[config.mk]
export PLATFORM = sky130hd
export DESIGN_NAME = tga_uncompressed_decoder_top
export DESIGN_NICKNAME = d
export VERILOG_FILES = /design/src/rtl/tgaud_pkg.sv /design/src/rtl/tga_uncompressed_decoder_top.sv /design/src/rtl/tgaud_hdr.sv /design/src/rtl/tgaud_core.sv
export SDC_FILE = /design/constraint.sdc
export NUM_CORES = 1
export LEC_CHECK = 0
export BUFFER_PORTS_ARGS = -buffer_cell sky130_fd_sc_hd__clkbuf_2
export CAP_MARGIN = 15
export CORE_MARGIN = 3
export CORE_UTILIZATION = 35
export DETAILED_ROUTE_END_ITERATION = 10
export HOLD_SLACK_MARGIN = 0.12
export PLACE_DENSITY = 0.48
export SYNTH_ARGS = -nofsm -noshare
export SYNTH_HDL_FRONTEND = slang
export SYNTH_SLANG_ARGS = --single-unit
[constraint.sdc]
create_clock -name clk_i -period 7.4 [get_ports clk_i]
set_input_delay 0.37 -clock clk_i [delete_from_list [all_inputs] [get_ports clk_i]]
set_output_delay 0.37 -clock clk_i [all_outputs]
set_load 0.005 [all_outputs]
[src/rtl/tgaud_pkg.sv]
package tgaud_pkg;

  // Largest accepted width or height.
  localparam int unsigned MAX_DIMENSION = 4096;
  // Pixel counters hold 0 .. MAX_DIMENSION.
  localparam int unsigned DIM_W = $clog2(MAX_DIMENSION + 1);
  localparam logic [15:0] MAX_DIM_16 = 16'(MAX_DIMENSION);

  localparam int unsigned HDR_LEN   = 18;
  localparam int unsigned HDR_IDX_W = $clog2(HDR_LEN);
  localparam logic [7:0]  HDR_LAST  = 8'(HDR_LEN - 1);

  localparam int unsigned COORD_W = 12;

  localparam logic [7:0]  DEPTH_24      = 8'd24;
  localparam logic [7:0]  DEPTH_32      = 8'd32;
  localparam logic [7:0]  ALPHA_OPAQUE  = 8'hFF;
  localparam logic [15:0] PALETTE_MAX   = 16'd256;
  localparam int unsigned ORIENT_BIT    = 5;
  localparam logic [7:0]  TYPE_MAPPED   = 8'd1;
  localparam logic [7:0]  TYPE_TRUECOL  = 8'd2;

  typedef enum logic [2:0] {
    PH_IDLE,
    PH_HEADER,
    PH_SKIPID,
    PH_PALETTE,
    PH_PIXELS
  } phase_e;

  typedef enum logic [1:0] {
    KIND_PALETTE,
    KIND_RGBA,
    KIND_INDEX,
    KIND_ERROR
  } kind_e;

  typedef enum logic [2:0] {
    ERR_NONE,
    ERR_TYPE,
    ERR_DEPTH,
    ERR_MAP,
    ERR_SIZE
  } err_e;

  // Decoded header fields.
  typedef struct packed {
    logic [7:0]  id_len;
    logic        has_map;
    logic [7:0]  img_type;
    logic [15:0] map_origin;
    logic [15:0] map_len;
    logic [7:0]  map_depth;
    logic [15:0] width;
    logic [15:0] height;
    logic [7:0]  pix_depth;
    logic        top_down;
  } hdr_t;

  // Header store write port.
  typedef struct packed {
    logic                 en;
    logic [HDR_IDX_W-1:0] idx;
    logic [7:0]           data;
  } hdr_wr_t;

  typedef struct packed {
    kind_e              kind;
    logic [COORD_W-1:0] column_or_entry;
    logic [COORD_W-1:0] row;
    logic [7:0]         red;
    logic [7:0]         green;
    logic [7:0]         blue;
    logic [7:0]         alpha;
    logic [7:0]         palette_index;
    err_e               error_code;
    logic               last_pixel;
  } res_t;

  function automatic logic [COORD_W-1:0] coord_f(input logic [DIM_W-1:0] v);
    return COORD_W'(v);
  endfunction

endpackage

[src/rtl/tga_uncompressed_decoder_top.sv]
// Uncompressed TGA decoder.
//
// Input channel (in_valid_i / in_ready_o): one byte of the TGA file per
// transaction. first_byte_i marks header byte 0 of a new image and restarts
// parsing wherever the decoder was. Bytes outside an image are dropped.
// Output channel (out_valid_o / out_ready_i): at most one result per input
// byte: a palette entry, an RGBA pixel, an indexed pixel or a header error.
// An error stops the image until the next first byte.
//
// Pipeline: an input register, one pass of parse logic, a result register.
// A byte's result is loaded into the result register once that register can
// take it, that is when it is empty or being drained.
// One byte is taken every cycle while the receiver keeps up; throughput is
// one byte per cycle.
// When the receiver stalls, the result register holds and the input register
// still takes one more byte; after that in_ready_o drops until the result is
// taken.
//
// Reset (rst_ni, async, active low) empties both registers and puts the
// parser in idle, waiting for a first byte. The header store and component
// hold registers are not reset; they are always written before use.
module tga_uncompressed_decoder_top (
  input  logic        clk_i,
  input  logic        rst_ni,
  input  logic        in_valid_i,
  output logic        in_ready_o,
  input  logic [7:0]  data_byte_i,
  input  logic        first_byte_i,
  output logic        out_valid_o,
  input  logic        out_ready_i,
  output logic [1:0]  kind_o,
  output logic [11:0] column_or_entry_o,
  output logic [11:0] row_o,
  output logic [7:0]  red_o,
  output logic [7:0]  green_o,
  output logic [7:0]  blue_o,
  output logic [7:0]  alpha_o,
  output logic [7:0]  palette_index_o,
  output logic [2:0]  error_code_o,
  output logic        last_pixel_o
);

  // Input register
  logic       in_valid_q;
  logic [7:0] byte_q;
  logic       first_q;

  // Result register
  logic            out_valid_q;
  tgaud_pkg::res_t res_q;

  logic               advance, step;
  logic               res_valid;
  tgaud_pkg::res_t    res;
  tgaud_pkg::hdr_t    hdr;
  tgaud_pkg::hdr_wr_t hdr_wr;

  // The result register can be reloaded when empty or being drained.
  assign advance    = !out_valid_q || out_ready_i;
  assign in_ready_o = !in_valid_q || advance;
  assign step       = in_valid_q && advance;

  always_ff @(posedge clk_i or negedge rst_ni) begin
    if (!rst_ni) begin
      in_valid_q <= 1'b0;
    end else if (in_ready_o) begin
      in_valid_q <= in_valid_i;
    end
  end

  always_ff @(posedge clk_i) begin
    if (in_valid_i && in_ready_o) begin
      byte_q  <= data_byte_i;
      first_q <= first_byte_i;
    end
  end

  tgaud_hdr u_hdr (
    .clk_i (clk_i),
    .wr_i  (hdr_wr),
    .hdr_o (hdr)
  );

  tgaud_core u_core (
    .clk_i       (clk_i),
    .rst_ni      (rst_ni),
    .step_i      (step),
    .byte_i      (byte_q),
    .first_i     (first_q),
    .hdr_i       (hdr),
    .hdr_wr_o    (hdr_wr),
    .res_valid_o (res_valid),
    .res_o       (res)
  );

  always_ff @(posedge clk_i or negedge rst_ni) begin
    if (!rst_ni) begin
      out_valid_q <= 1'b0;
    end else if (advance) begin
      out_valid_q <= step && res_valid;
    end
  end

  always_ff @(posedge clk_i) begin
    if (advance) begin
      res_q <= res;
    end
  end

  assign out_valid_o       = out_valid_q;
  assign kind_o            = res_q.kind;
  assign column_or_entry_o = res_q.column_or_entry;
  assign row_o             = res_q.row;
  assign red_o             = res_q.red;
  assign green_o           = res_q.green;
  assign blue_o            = res_q.blue;
  assign alpha_o           = res_q.alpha;
  assign palette_index_o   = res_q.palette_index;
  assign error_code_o      = res_q.error_code;
  assign last_pixel_o      = res_q.last_pixel;

`ifndef SYNTHESIS
  a_err_code_set: assert property (@(posedge clk_i) disable iff (!rst_ni)
    out_valid_q && res_q.kind == tgaud_pkg::KIND_ERROR
      |-> res_q.error_code != tgaud_pkg::ERR_NONE)
    else $error("error result without error code");

  a_err_code_clear: assert property (@(posedge clk_i) disable iff (!rst_ni)
    out_valid_q && res_q.kind != tgaud_pkg::KIND_ERROR
      |-> res_q.error_code == tgaud_pkg::ERR_NONE)
    else $error("error code on non-error result");

  a_last_on_pixel: assert property (@(posedge clk_i) disable iff (!rst_ni)
    out_valid_q && res_q.last_pixel
      |-> res_q.kind == tgaud_pkg::KIND_RGBA || res_q.kind == tgaud_pkg::KIND_INDEX)
    else $error("last_pixel on non-pixel result");

  a_stall_blocks_input: assert property (@(posedge clk_i) disable iff (!rst_ni)
    in_valid_q && out_valid_q && !out_ready_i |-> !in_ready_o)
    else $error("input taken while both stages are blocked");

  a_stall_holds_input: assert property (@(posedge clk_i) disable iff (!rst_ni)
    in_valid_q && !advance |=> in_valid_q && $stable(byte_q) && $stable(first_q))
    else $error("pending input byte lost during stall");
`endif

endmodule

[src/rtl/tgaud_hdr.sv]
module tgaud_hdr (
  input  logic               clk_i,
  input  tgaud_pkg::hdr_wr_t wr_i,
  output tgaud_pkg::hdr_t    hdr_o
);

  logic [7:0] hdr_q [tgaud_pkg::HDR_LEN];

  always_ff @(posedge clk_i) begin
    if (wr_i.en) begin
      hdr_q[wr_i.idx] <= wr_i.data;
    end
  end

  assign hdr_o.id_len     = hdr_q[0];
  assign hdr_o.has_map    = (hdr_q[1] != 8'd0);
  assign hdr_o.img_type   = hdr_q[2];
  assign hdr_o.map_origin = {hdr_q[4], hdr_q[3]};
  assign hdr_o.map_len    = {hdr_q[6], hdr_q[5]};
  assign hdr_o.map_depth  = hdr_q[7];
  assign hdr_o.width      = {hdr_q[13], hdr_q[12]};
  assign hdr_o.height     = {hdr_q[15], hdr_q[14]};
  assign hdr_o.pix_depth  = hdr_q[16];
  assign hdr_o.top_down   = hdr_q[17][tgaud_pkg::ORIENT_BIT];

endmodule

[src/rtl/tgaud_core.sv]
module tgaud_core (
  input  logic                clk_i,
  input  logic                rst_ni,
  input  logic                step_i,
  input  logic [7:0]          byte_i,
  input  logic                first_i,
  input  tgaud_pkg::hdr_t     hdr_i,
  output tgaud_pkg::hdr_wr_t  hdr_wr_o,
  output logic                res_valid_o,
  output tgaud_pkg::res_t     res_o
);

  localparam int unsigned DW = tgaud_pkg::DIM_W;

  tgaud_pkg::phase_e phase_q, phase_d, ph;
  logic [7:0]    bc_q, bc_d, bc, bc_inc, bc_dec;
  logic [8:0]    pal_q, pal_d;
  logic [DW-1:0] col_q, col_d, row_q, row_d;
  logic [1:0]    cnt_q, cnt_d;
  logic [7:0]    hold_q [3];

  // Component collector
  logic          four, coll_done, hold_we;
  logic [1:0]    coll_cnt;
  logic [7:0]    coll_red, coll_alpha;

  // Header check and body start
  tgaud_pkg::err_e   err;
  tgaud_pkg::phase_e pix_ph, body_ph;
  logic [7:0]        chk_depth;

  // Pixel stepping
  logic [DW-1:0] col_inc, row_inc;
  logic [15:0]   dst_row;

  assign ph     = first_i ? tgaud_pkg::PH_HEADER : phase_q;
  assign bc     = first_i ? 8'd0 : bc_q;
  assign bc_inc = bc + 8'd1;
  assign bc_dec = bc - 8'd1;

  assign four = (ph == tgaud_pkg::PH_PALETTE) ? (hdr_i.map_depth == tgaud_pkg::DEPTH_32)
                                              : (hdr_i.pix_depth == tgaud_pkg::DEPTH_32);

  always_comb begin
    hold_we    = 1'b0;
    coll_done  = 1'b0;
    coll_cnt   = cnt_q;
    coll_red   = hold_q[2];
    coll_alpha = byte_i;
    if (cnt_q != 2'd3) begin
      hold_we    = 1'b1;
      coll_cnt   = cnt_q + 2'd1;
      coll_done  = (cnt_q == 2'd2) && !four;
      coll_red   = byte_i;
      coll_alpha = tgaud_pkg::ALPHA_OPAQUE;
    end else begin
      coll_done = 1'b1;
    end
    if (coll_done) begin
      coll_cnt = 2'd0;
    end
  end

  assign chk_depth = hdr_i.has_map ? hdr_i.map_depth : hdr_i.pix_depth;

  always_comb begin
    err = tgaud_pkg::ERR_NONE;
    if (hdr_i.img_type != tgaud_pkg::TYPE_MAPPED && hdr_i.img_type != tgaud_pkg::TYPE_TRUECOL) begin
      err = tgaud_pkg::ERR_TYPE;
    end else if (hdr_i.has_map && hdr_i.map_origin != 16'd0) begin
      err = tgaud_pkg::ERR_MAP;
    end else if (hdr_i.has_map && hdr_i.map_len > tgaud_pkg::PALETTE_MAX) begin
      err = tgaud_pkg::ERR_MAP;
    end else if (chk_depth != tgaud_pkg::DEPTH_24 && chk_depth != tgaud_pkg::DEPTH_32) begin
      err = tgaud_pkg::ERR_DEPTH;
    end else if (hdr_i.width > tgaud_pkg::MAX_DIM_16
                 || hdr_i.height > tgaud_pkg::MAX_DIM_16) begin
      err = tgaud_pkg::ERR_SIZE;
    end
  end

  assign pix_ph  = (hdr_i.width == 16'd0 || hdr_i.height == 16'd0) ? tgaud_pkg::PH_IDLE
                                                                  : tgaud_pkg::PH_PIXELS;
  assign body_ph = (hdr_i.has_map && hdr_i.map_len != 16'd0) ? tgaud_pkg::PH_PALETTE : pix_ph;

  assign col_inc = col_q + DW'(1);
  assign row_inc = row_q + DW'(1);
  assign dst_row = hdr_i.top_down ? 16'(row_q) : (hdr_i.height - 16'd1 - 16'(row_q));

  always_comb begin
    phase_d     = phase_q;
    bc_d        = bc_q;
    pal_d       = pal_q;
    col_d       = col_q;
    row_d       = row_q;
    cnt_d       = cnt_q;
    hdr_wr_o    = '0;
    res_valid_o = 1'b0;
    res_o       = '0;

    case (ph)
      tgaud_pkg::PH_HEADER: begin
        phase_d       = tgaud_pkg::PH_HEADER;
        hdr_wr_o.en   = 1'b1;
        hdr_wr_o.idx  = bc[tgaud_pkg::HDR_IDX_W-1:0];
        hdr_wr_o.data = byte_i;
        bc_d          = bc_inc;
        if (bc == tgaud_pkg::HDR_LAST) begin
          if (err != tgaud_pkg::ERR_NONE) begin
            res_valid_o      = 1'b1;
            res_o.kind       = tgaud_pkg::KIND_ERROR;
            res_o.error_code = err;
            phase_d          = tgaud_pkg::PH_IDLE;
          end else if (hdr_i.id_len != 8'd0) begin
            bc_d    = hdr_i.id_len;
            phase_d = tgaud_pkg::PH_SKIPID;
          end else begin
            phase_d = body_ph;
            pal_d   = '0;
            cnt_d   = '0;
            col_d   = '0;
            row_d   = '0;
          end
        end
      end

      tgaud_pkg::PH_SKIPID: begin
        bc_d = bc_dec;
        if (bc_dec == 8'd0) begin
          phase_d = body_ph;
          pal_d   = '0;
          cnt_d   = '0;
          col_d   = '0;
          row_d   = '0;
        end
      end

      tgaud_pkg::PH_PALETTE: begin
        cnt_d = coll_cnt;
        if (coll_done) begin
          res_valid_o           = 1'b1;
          res_o.kind            = tgaud_pkg::KIND_PALETTE;
          res_o.column_or_entry = tgaud_pkg::COORD_W'(pal_q);
          res_o.red             = coll_red;
          res_o.green           = hold_q[1];
          res_o.blue            = hold_q[0];
          res_o.alpha           = coll_alpha;
          pal_d                 = pal_q + 9'd1;
          if (16'(pal_q) + 16'd1 >= hdr_i.map_len) begin
            phase_d = pix_ph;
            cnt_d   = '0;
            col_d   = '0;
            row_d   = '0;
          end
        end
      end

      tgaud_pkg::PH_PIXELS: begin
        if (!hdr_i.has_map) begin
          cnt_d = coll_cnt;
        end
        if (hdr_i.has_map || coll_done) begin
          res_valid_o           = 1'b1;
          res_o.column_or_entry = tgaud_pkg::coord_f(col_q);
          res_o.row             = dst_row[tgaud_pkg::COORD_W-1:0];
          if (hdr_i.has_map) begin
            res_o.kind          = tgaud_pkg::KIND_INDEX;
            res_o.palette_index = byte_i;
          end else begin
            res_o.kind  = tgaud_pkg::KIND_RGBA;
            res_o.red   = coll_red;
            res_o.green = hold_q[1];
            res_o.blue  = hold_q[0];
            res_o.alpha = coll_alpha;
          end
          col_d = col_inc;
          if (16'(col_inc) >= hdr_i.width) begin
            col_d = '0;
            row_d = row_inc;
            if (16'(row_inc) >= hdr_i.height) begin
              res_o.last_pixel = 1'b1;
              phase_d          = tgaud_pkg::PH_IDLE;
            end
          end
        end
      end

      default: begin
      end
    endcase

    if (!step_i) begin
      hdr_wr_o.en = 1'b0;
      res_valid_o = 1'b0;
    end
  end

  always_ff @(posedge clk_i or negedge rst_ni) begin
    if (!rst_ni) begin
      phase_q <= tgaud_pkg::PH_IDLE;
      bc_q    <= '0;
      pal_q   <= '0;
      col_q   <= '0;
      row_q   <= '0;
      cnt_q   <= '0;
    end else if (step_i) begin
      phase_q <= phase_d;
      bc_q    <= bc_d;
      pal_q   <= pal_d;
      col_q   <= col_d;
      row_q   <= row_d;
      cnt_q   <= cnt_d;
    end
  end

  // Component hold bytes are payload: no reset.
  always_ff @(posedge clk_i) begin
    if (step_i && hold_we
        && (ph == tgaud_pkg::PH_PALETTE || (ph == tgaud_pkg::PH_PIXELS && !hdr_i.has_map))) begin
      hold_q[cnt_q] <= byte_i;
    end
  end

endmodule

# Yosys cells after proc, flatten, opt, wreduce, memory -nomap -nowiden
# Memories as Yosys holds them, arrays and structs flattened.
# Index checks and enable logic that the tools add are counted.
[totals]
reg_bits = 129
ramBits = 168
input_bits = 13
out_inout_bits = 72
word_cells = 185
n_memories = 2
[classes]
add_sub_neg = 9
n_lt_le_gt_ge = 6
eq_ne = 23
n_mux = 82
n_reduce_logical = 43
[mem_list]
columns = ["memory", "words", "word_bits", "read_ports", "rd_clocked_by_memory_dff", "write_ports", "line_no", "rtl"]
rows = [
  ["u_hdr.hdr_q", 18, 8, 14, 0, 1, "tgaud_hdr.sv:7", "logic [7:0] hdr_q [tgaud_pkg::HDR_LEN];"],
  ["u_core.hold_q", 3, 8, 3, 0, 1, "tgaud_core.sv:20", "logic [7:0] hold_q [3];"],
]
[ops]
columns = ["cell", "n"]
rows = [
  ["$mux 13", 10],
  ["$pmux 13 s4", 2],
  ["$mux 66", 1],
  ["$mux 32", 2],
  ["$mux 8", 8],
  ["$pmux 32 s2", 1],
  ["$mux 9", 6],
  ["$mux 3", 17],
  ["$ge 13x16->1", 2],
  ["$gt 16x13->1 const B", 2],
  ["$logic_not 16->1", 2],
  ["$reduce_bool 16->1", 2],
  ["$pmux 9 s3", 1],
  ["$add 13x1->13 const B", 2],
  ["$mux 2", 12],
  ["$pmux 12 s2", 1],
  ["$eq 8x6->1 const B", 2],
  ["$ge 16x16->1", 1],
  ["$gt 16x9->1 const B", 1],
  ["$pmux 8 s2", 1],
  ["$reduce_bool 8->1", 2],
  ["$mux 1", 14],
  ["$mux 14", 1],
  ["$ne 2x1->1 const B", 7],
  ["other kinds (35)", 63],
]

# Logic depth before layout (Yosys ltp)
# An unclocked memory read counts as a cell.
[logic_depth]
ltp_word = 15
depth_mapped = 17
depth_no_buf = 15

# Cells and area by module
# Synthesis repeated with hierarchy kept, for this count alone.
[unflattened]
hier_cells = 1045
hier_area_um2 = 12409.4
[by_module_without_submodules]
columns = ["mod", "instances", "cells_each", "area_per_inst_um2", "seq_area_each_um2"]
rows = [
  ["tgaud_core", 1, 827, 6643.9, 1921.8],
  ["tgaud_hdr", 1, 130, 3303.2, 3153.0],
  ["tga_uncompressed_decoder_top", 1, 88, 2462.4, 2422.3],
]

# Worst setup path before layout
# No wires, ideal clock.
[synth_path]
path_kind = "input-to-reg"
startpoint = "input port out_ready_i"
endpoint = "memory u_hdr.hdr_q[5][0] (enable)"
setup_time_ns = 0.395
arrival_time_ns = 4.258
t_required_ns = 7.005
slack_ns = 2.747
path_stages = 6
n_path_buf = 1
path_cell_list = "nand2b_1 > nand2_1 > or2_2 > clkbuf_1 > or3_1 > nor4_1"
[synth_between]
elab_chain_len = 5
[synth_lines]
columns = ["item", "line_no", "rtl"]
rows = [
  ["start: declaration", "tga_uncompressed_decoder_top.sv:30", "input logic out_ready_i,"],
  ["$logic_or 1x1->1", "tga_uncompressed_decoder_top.sv:59", "assign advance = !out_valid_q || out_ready_i;"],
  ["$logic_and 1x1->1", "tga_uncompressed_decoder_top.sv:61", "assign step = in_valid_q && advance;"],
  ["$mux 1", "tgaud_core.sv:192", "if (!step_i) begin"],
  ["$mux 1", "tgaud_hdr.sv:10", "if (wr_i.en) begin"],
  ["$mux 1 (not written as such)", "tgaud_hdr.sv:11", "hdr_q[wr_i.idx] <= wr_i.data;"],
  ["end: declaration", "tgaud_hdr.sv:7", ""],
]
# Every way passes these cells.

# Worst setup path in the final report
[layout_path]
startpoint = "register first_q"
endpoint = "register u_core.col_q[4]"
[layout_between]
elab_chain_len = 9
elab_cells_between_ends = 24
classes_between = "add/sub: 1; eq/ne: 12; mux: 5; reduce/logical: 6"
[layout_lines]
columns = ["item", "line_no", "rtl"]
rows = [
  ["start: declaration", "tga_uncompressed_decoder_top.sv:46", "logic first_q;"],
  ["start signal: assignment", "tga_uncompressed_decoder_top.sv:74", "first_q <= first_byte_i;"],
  ["branches (longest 9 deep; another with $sub 8x1->8)", "--", ""],
  ["end signal: assignment", "tgaud_core.sv:210", "col_q <= col_d;"],
  ["end: declaration", "tgaud_core.sv:18", "logic [DW-1:0] col_q, col_d, row_q, row_d;"],
]
# Several ways; the timed one is not identified.
# A chain may end at the register's enable or synchronous reset.

==> results.txt <==
The layout cell share with drive strength beyond 1 is 14.64%. The floorplan die height is 193.2 microns. The buffering stage count on the worst path with inverters included came out at 2. Of the total synthesized cell area, the portion taken by full adders, half adders and majority gates is 5.573%. In this run the remaining antenna-violating nets after routing total 0. The number of DRC markers after the initial detailed-route iteration is 558.

For this run, the number of Yosys warnings is 0. The kind of cell with the highest combined delay on the critical path is simple AND/OR/NAND/NOR gates. The starting density of the core came out at 36.02%. The via count came out at 8289. The sequential cell fraction of total power is 48.1%.

The slowest stage cell on the critical path is sky130_fd_sc_hd__edfxtp_1. In this run the tightest slew margin relative to its limit is 21.60%. The total instance count after detailed placement came out at 1554. Setup violations remaining at the end of the flow were counted as 0. The top-level I/O count is 85.

The number of design rule violations left after detail routing came out at 0. The run finished with clean final reports. The number of buffers added on ports came out at 84.

The least setup slack across all paths after layout came out at 2.735 ns. The count of cells resized by post-cts repair is 0. The synthesized instance count came out at 1044.

The number of antenna repair diodes came out at 0. The TritonCTS clock tree is done. The fraction of the mapped netlist area in compound gates is 10.17%. In this run the cell area of the synthesized design comes to 0.01226 sq mm. The largest single stage delay on the critical path is 0.79 ns. The distinct cell type count of the synthesized netlist is 69.

Timing analysis after detailed placement gives a worst setup slack of 2.733 ns. The die outline area came out at 0.03731 sq mm. The tree is rooted in a sky130_fd_sc_hd__clkbuf_16.

In this run, the combinational gates consume 4.5% of the power. The proportion of total power due to net switching came out at 21.66%. The count of standard-cell rows is 67. The floorplan step defined a core boundary enclosing 0.03404 sq mm. The total setup buffers inserted after CTS is 0.

The share of synthesized area spent on multiplexers came out at 0.8471%. The number of nets in the finished design is 1218. The first detailed-routing pass took 4 iterations. The arrival time of data at the critical path endpoint is 5.13 ns. The initial antenna violation count is 0. The via count normalized by instance count is 5.107.

The number of buffers created by CTS came out at 30. The pin count of the biggest net entering global routing came out at 51. In this run the number of H-tree levels came out at 1. The worst setup path is launched from a register. Traced cell by cell, the critical path runs through clkinv_1 > nand2_1 > ha_1 > or3b_1 > a221o_1 > or4b_4 > o31ai_2 > nand2_1 > a211o_1 > buf_4 > or2_0 > o31ai_2. Power spread over the standard cell area amounts to 233.3 mW/mm^2. For the final routed database, the setup TNS stands at 0 ns. The worst IR drop on VDD is 0.0001534 V. The predominant post-synthesis flop cell is sky130_fd_sc_hd__edfxtp_1. The final critical path takes up 63.04% of the cycle. The global-route wire length before repair came out at 47.90 mm. Setup repair after global routing left no endpoint under its margin.

The cell-internal power came out at 2.635 mW. The finished layout holds 1623 standard cells, fillers aside. The dominant combinational cell family by area after synthesis is simple AND/OR/NAND/NOR gates. Across the run, the number of max-cap violations was 0. In this run the horizontal extent of the chip is 193.2 microns. The type of the worst setup path is register to register. The number of global-route vias before repair came out at 8130.

The total length of routed wires came out at 31.39 mm. The cell leakage power came out at 5.822 nW. The worst setup path is captured at a register. Detailed placement finished with a half-perimeter wire length of 21.93 mm. The net count after synthesis is 1111. The clock-pin slew reported for the worst setup and hold paths after clock tree synthesis came out at 0.06 ns. The routability-driven placement congestion ratio came out at 0.8450.

The tree built by TritonCTS fans out to 258 sinks. Summing the areas of all and, or, nand and nor instances in the mapped netlist gives 16.33% of the synthesized area. The number of hold-slack violations in the final timing report is 0. In this run the worst hold path is classified as primary input to register. The area share of the largest cell type after synthesis came out at 50.95%. For this run, the total global-route usage over all layers was measured as 16.82%. The number of enable flip-flop cells after synthesis is 208. The total count of max-transition violations in the final report is 0. The sequential-to-total area share from yosys stat is 61.16%.

Sorting the synthesized cells by area gives the leading types as sky130_fd_sc_hd__edfxtp_1 51%, sky130_fd_sc_hd__dfrtp_1 10%, sky130_fd_sc_hd__ha_1 5.4%. The total net switching power is 0.7287 mW. The parity-gate share of the synthesized area counting xor and xnor cells came out at 3.286%. The most area-hungry cell type in the Yosys netlist is sky130_fd_sc_hd__edfxtp_1. The clock share of power came out at 47.4%. The critical-path maximum fanout came out at 32. The maximum clock frequency came out at 214.4 MHz.

At the pin with the least slew margin, the transition time is 1.167 ns. The time the worst path needs with I/O delays and setup is 4.665 ns. STA puts the critical path data required time at 7.87 ns. Counting along the longest clock path gives a buffer depth of 3.

The synthesis-to-layout area growth came out at 17.65%. The remaining global-route overflow is 0. The source-to-sink clock delay at the later pin of the worst-skew pair is 0.56 ns. The share of synthesized registers carrying an async set or reset is 19.38%.

In the final routed layout, each cell accounts on average for 19.34 microns. The per-instance average area after synthesis came out at 11.74 sq um. The setup skew after layout came out at 0.01050 ns. The flip-flop and latch count after synthesis came out at 258.
## registers in the layout (all words and copies together) (netlist names), 2 cells and up
signal	cells
alpha_o	8
blue_o	8
byte_q	8
column_or_entry_o	12
error_code_o	3
green_o	8
kind_o	2
palette_index_o	8
red_o	8
row_o	12
u_core.bc_q	8
u_core.cnt_q	2
u_core.col_q	13
u_core.hold_q	24
u_core.pal_q	9
u_core.phase_q	3
u_core.row_q	13
u_hdr.hdr_q	105
## power groups by stage
stage / logic [mW] / clock network (mW) / registers, mW
floorplan: 0.107 / 0 / 1.63
global placement: 0.148 / 0 / 1.65
detailed placement: 0.148 / 0 / 1.65
CTS: 0.153 / 1.63 / 1.62
global route: 0.169 / 1.69 / 1.62
finish: 0.151 / 1.60 / 1.62
## path summary, 6_finish.rpt
path	startpoint	end	slack, ns	cells past startpoint
min in group asynchronous	rst_ni	u_core.col_q[11]$_DFFE_PN0P_	0.50	3
max reg2reg	first_q$_DFFE_PP_	u_core.col_q[4]$_DFFE_PN0P_	2.73	12
max	first_q$_DFFE_PP_	u_core.col_q[4]$_DFFE_PN0P_	2.73	12
min	out_ready_i	in_valid_q$_DFFE_PN0N_	0.17	3
min reg2reg	u_core.hold_q[0][7]$_DFFE_PP_	blue_o[7]$_DFFE_PP_	0.51	1
max in group asynchronous	rst_ni	u_core.cnt_q[0]$_DFFE_PN0P_	6.40	3
## cells by family after synthesis
kind of cell | count (synthesis)
xor+xnor | 46
fa+ha+maj | 54
buf+inv | 83
flops | 258
mux | 10
compound gates | 193
simple gates | 400
## synthesized netlist by cell type, types with 7 or more instances
cell type / count
sky130_fd_sc_hd__a21o_1: 12
sky130_fd_sc_hd__a211oi_1: 9
sky130_fd_sc_hd__nor3b_1: 10
sky130_fd_sc_hd__inv_1: 47
sky130_fd_sc_hd__nor3_1: 24
sky130_fd_sc_hd__and2_1: 31
sky130_fd_sc_hd__or3_1: 7
sky130_fd_sc_hd__xor2_1: 23
sky130_fd_sc_hd__and3_1: 13
sky130_fd_sc_hd__a21oi_1: 50
sky130_fd_sc_hd__a22o_1: 10
sky130_fd_sc_hd__nor2_1: 102
sky130_fd_sc_hd__nor4_1: 27
sky130_fd_sc_hd__edfxtp_1: 208
sky130_fd_sc_hd__o21ai_0: 27
sky130_fd_sc_hd__nand2b_1: 11
sky130_fd_sc_hd__clkbuf_1: 27
sky130_fd_sc_hd__nand3_1: 36
sky130_fd_sc_hd__mux2i_1: 7
sky130_fd_sc_hd__xnor2_1: 23
sky130_fd_sc_hd__nor2b_1: 16
sky130_fd_sc_hd__nand2_1: 93
sky130_fd_sc_hd__ha_1: 53
sky130_fd_sc_hd__dfrtp_1: 50
sky130_fd_sc_hd__o21ai_1: 29
## final cells by class
| type | instances | area (sq um) |
|---|---|---|
| Fill cell | 3276 | 19610 |
| Sequential cell | 258 | 7497 |
| Multi-Input combinational cell | 703 | 4466 |
| Clock buffer | 34 | 807.0 |
| Timing Repair Buffer | 109 | 630.6 |
| Tap cell | 448 | 560.5 |
| Clock inverter | 22 | 277.8 |
| Inverter | 49 | 183.9 |
## through the flow
| step | power (mW) | hold WS, ns | util (%) | cell area, sq um |
|---|---|---|---|---|
| floorplan | 1.737 | 0.07441 | - | 12260 |
| global placement | 1.795 | 0.4988 | 38.81 | 13210 |
| detailed placement | 1.795 | 0.5033 | 38.83 | 13220 |
| CTS | 3.402 | 0.1434 | 42.34 | 14410 |
| global route | 3.484 | 0.1730 | 42.38 | 14420 |
| finish | 3.364 | 0.1700 | 42.38 | 14420 |
## what timing repair did
item	4_1_cts	5_1_grt
hold endpoints to repair	60	0
setup endpoints to repair	0	0
hold buffers	11	0
## per-layer routing
| layer | global-route usage [%] | wire length (microns) | vias up | share of wire (%) |
|---|---|---|---|---|
| met3 | 2.585 | 1089 | 49 | 3.5 |
| li1 | - | - | 4065 | - |
| met1 | 24.84 | 15680 | 4029 | 50 |
| met5 | 0 | 0 | - | 0 |
| met2 | 26.21 | 13920 | 146 | 44 |
| met4 | 3.894 | 698 | 0 | 2.2 |
## cell usage in the layout (no fill, tap or decap), types with 5 or more instances in the layout
| master | instances |
|---|---|
| sky130_fd_sc_hd__nor3b_1 | 10 |
| sky130_fd_sc_hd__nor3_1 | 24 |
| sky130_fd_sc_hd__clkinv_1 | 6 |
| sky130_fd_sc_hd__clkinv_2 | 5 |
| sky130_fd_sc_hd__nor2_1 | 102 |
| sky130_fd_sc_hd__mux2i_1 | 7 |
| sky130_fd_sc_hd__nor4_1 | 27 |
| sky130_fd_sc_hd__and3_1 | 13 |
| sky130_fd_sc_hd__nand2b_1 | 10 |
| sky130_fd_sc_hd__inv_1 | 47 |
| sky130_fd_sc_hd__a211oi_1 | 9 |
| sky130_fd_sc_hd__a22o_1 | 10 |
| sky130_fd_sc_hd__xnor2_1 | 23 |
| sky130_fd_sc_hd__nand2_1 | 93 |
| sky130_fd_sc_hd__clkbuf_2 | 84 |
| sky130_fd_sc_hd__or3_1 | 7 |
| sky130_fd_sc_hd__xor2_1 | 23 |
| sky130_fd_sc_hd__nand3_1 | 36 |
| sky130_fd_sc_hd__a21oi_1 | 50 |
| sky130_fd_sc_hd__edfxtp_1 | 208 |
| sky130_fd_sc_hd__o21ai_0 | 27 |
| sky130_fd_sc_hd__clkbuf_16 | 31 |
| sky130_fd_sc_hd__dlygate4sd3_1 | 11 |
| sky130_fd_sc_hd__or2_2 | 5 |
| sky130_fd_sc_hd__buf_4 | 12 |
| sky130_fd_sc_hd__a21o_1 | 12 |
| sky130_fd_sc_hd__dfrtp_1 | 50 |
| sky130_fd_sc_hd__or4_1 | 5 |
| sky130_fd_sc_hd__ha_1 | 53 |
| sky130_fd_sc_hd__a32o_1 | 5 |
| sky130_fd_sc_hd__bufinv_16 | 6 |
| sky130_fd_sc_hd__o21ai_1 | 29 |
| sky130_fd_sc_hd__nor2b_2 | 8 |
| sky130_fd_sc_hd__nor2b_1 | 8 |
| sky130_fd_sc_hd__o21bai_1 | 5 |
| sky130_fd_sc_hd__and2_1 | 31 |
| sky130_fd_sc_hd__o31ai_1 | 5 |
## worst reg2reg max path: stages (launching register included)
cell	delay, ns
sky130_fd_sc_hd__edfxtp_1	0.79
sky130_fd_sc_hd__clkinv_1	0.48
sky130_fd_sc_hd__nand2_1	0.23
sky130_fd_sc_hd__ha_1	0.30
sky130_fd_sc_hd__or3b_1	0.37
sky130_fd_sc_hd__a221o_1	0.34
sky130_fd_sc_hd__or4b_4	0.54
sky130_fd_sc_hd__o31ai_2	0.27
sky130_fd_sc_hd__nand2_1	0.11
sky130_fd_sc_hd__a211o_1	0.32
sky130_fd_sc_hd__buf_4	0.24
sky130_fd_sc_hd__or2_0	0.38
sky130_fd_sc_hd__o31ai_2	0.22
No activity file was read; power rests on OpenSTA's default activity.
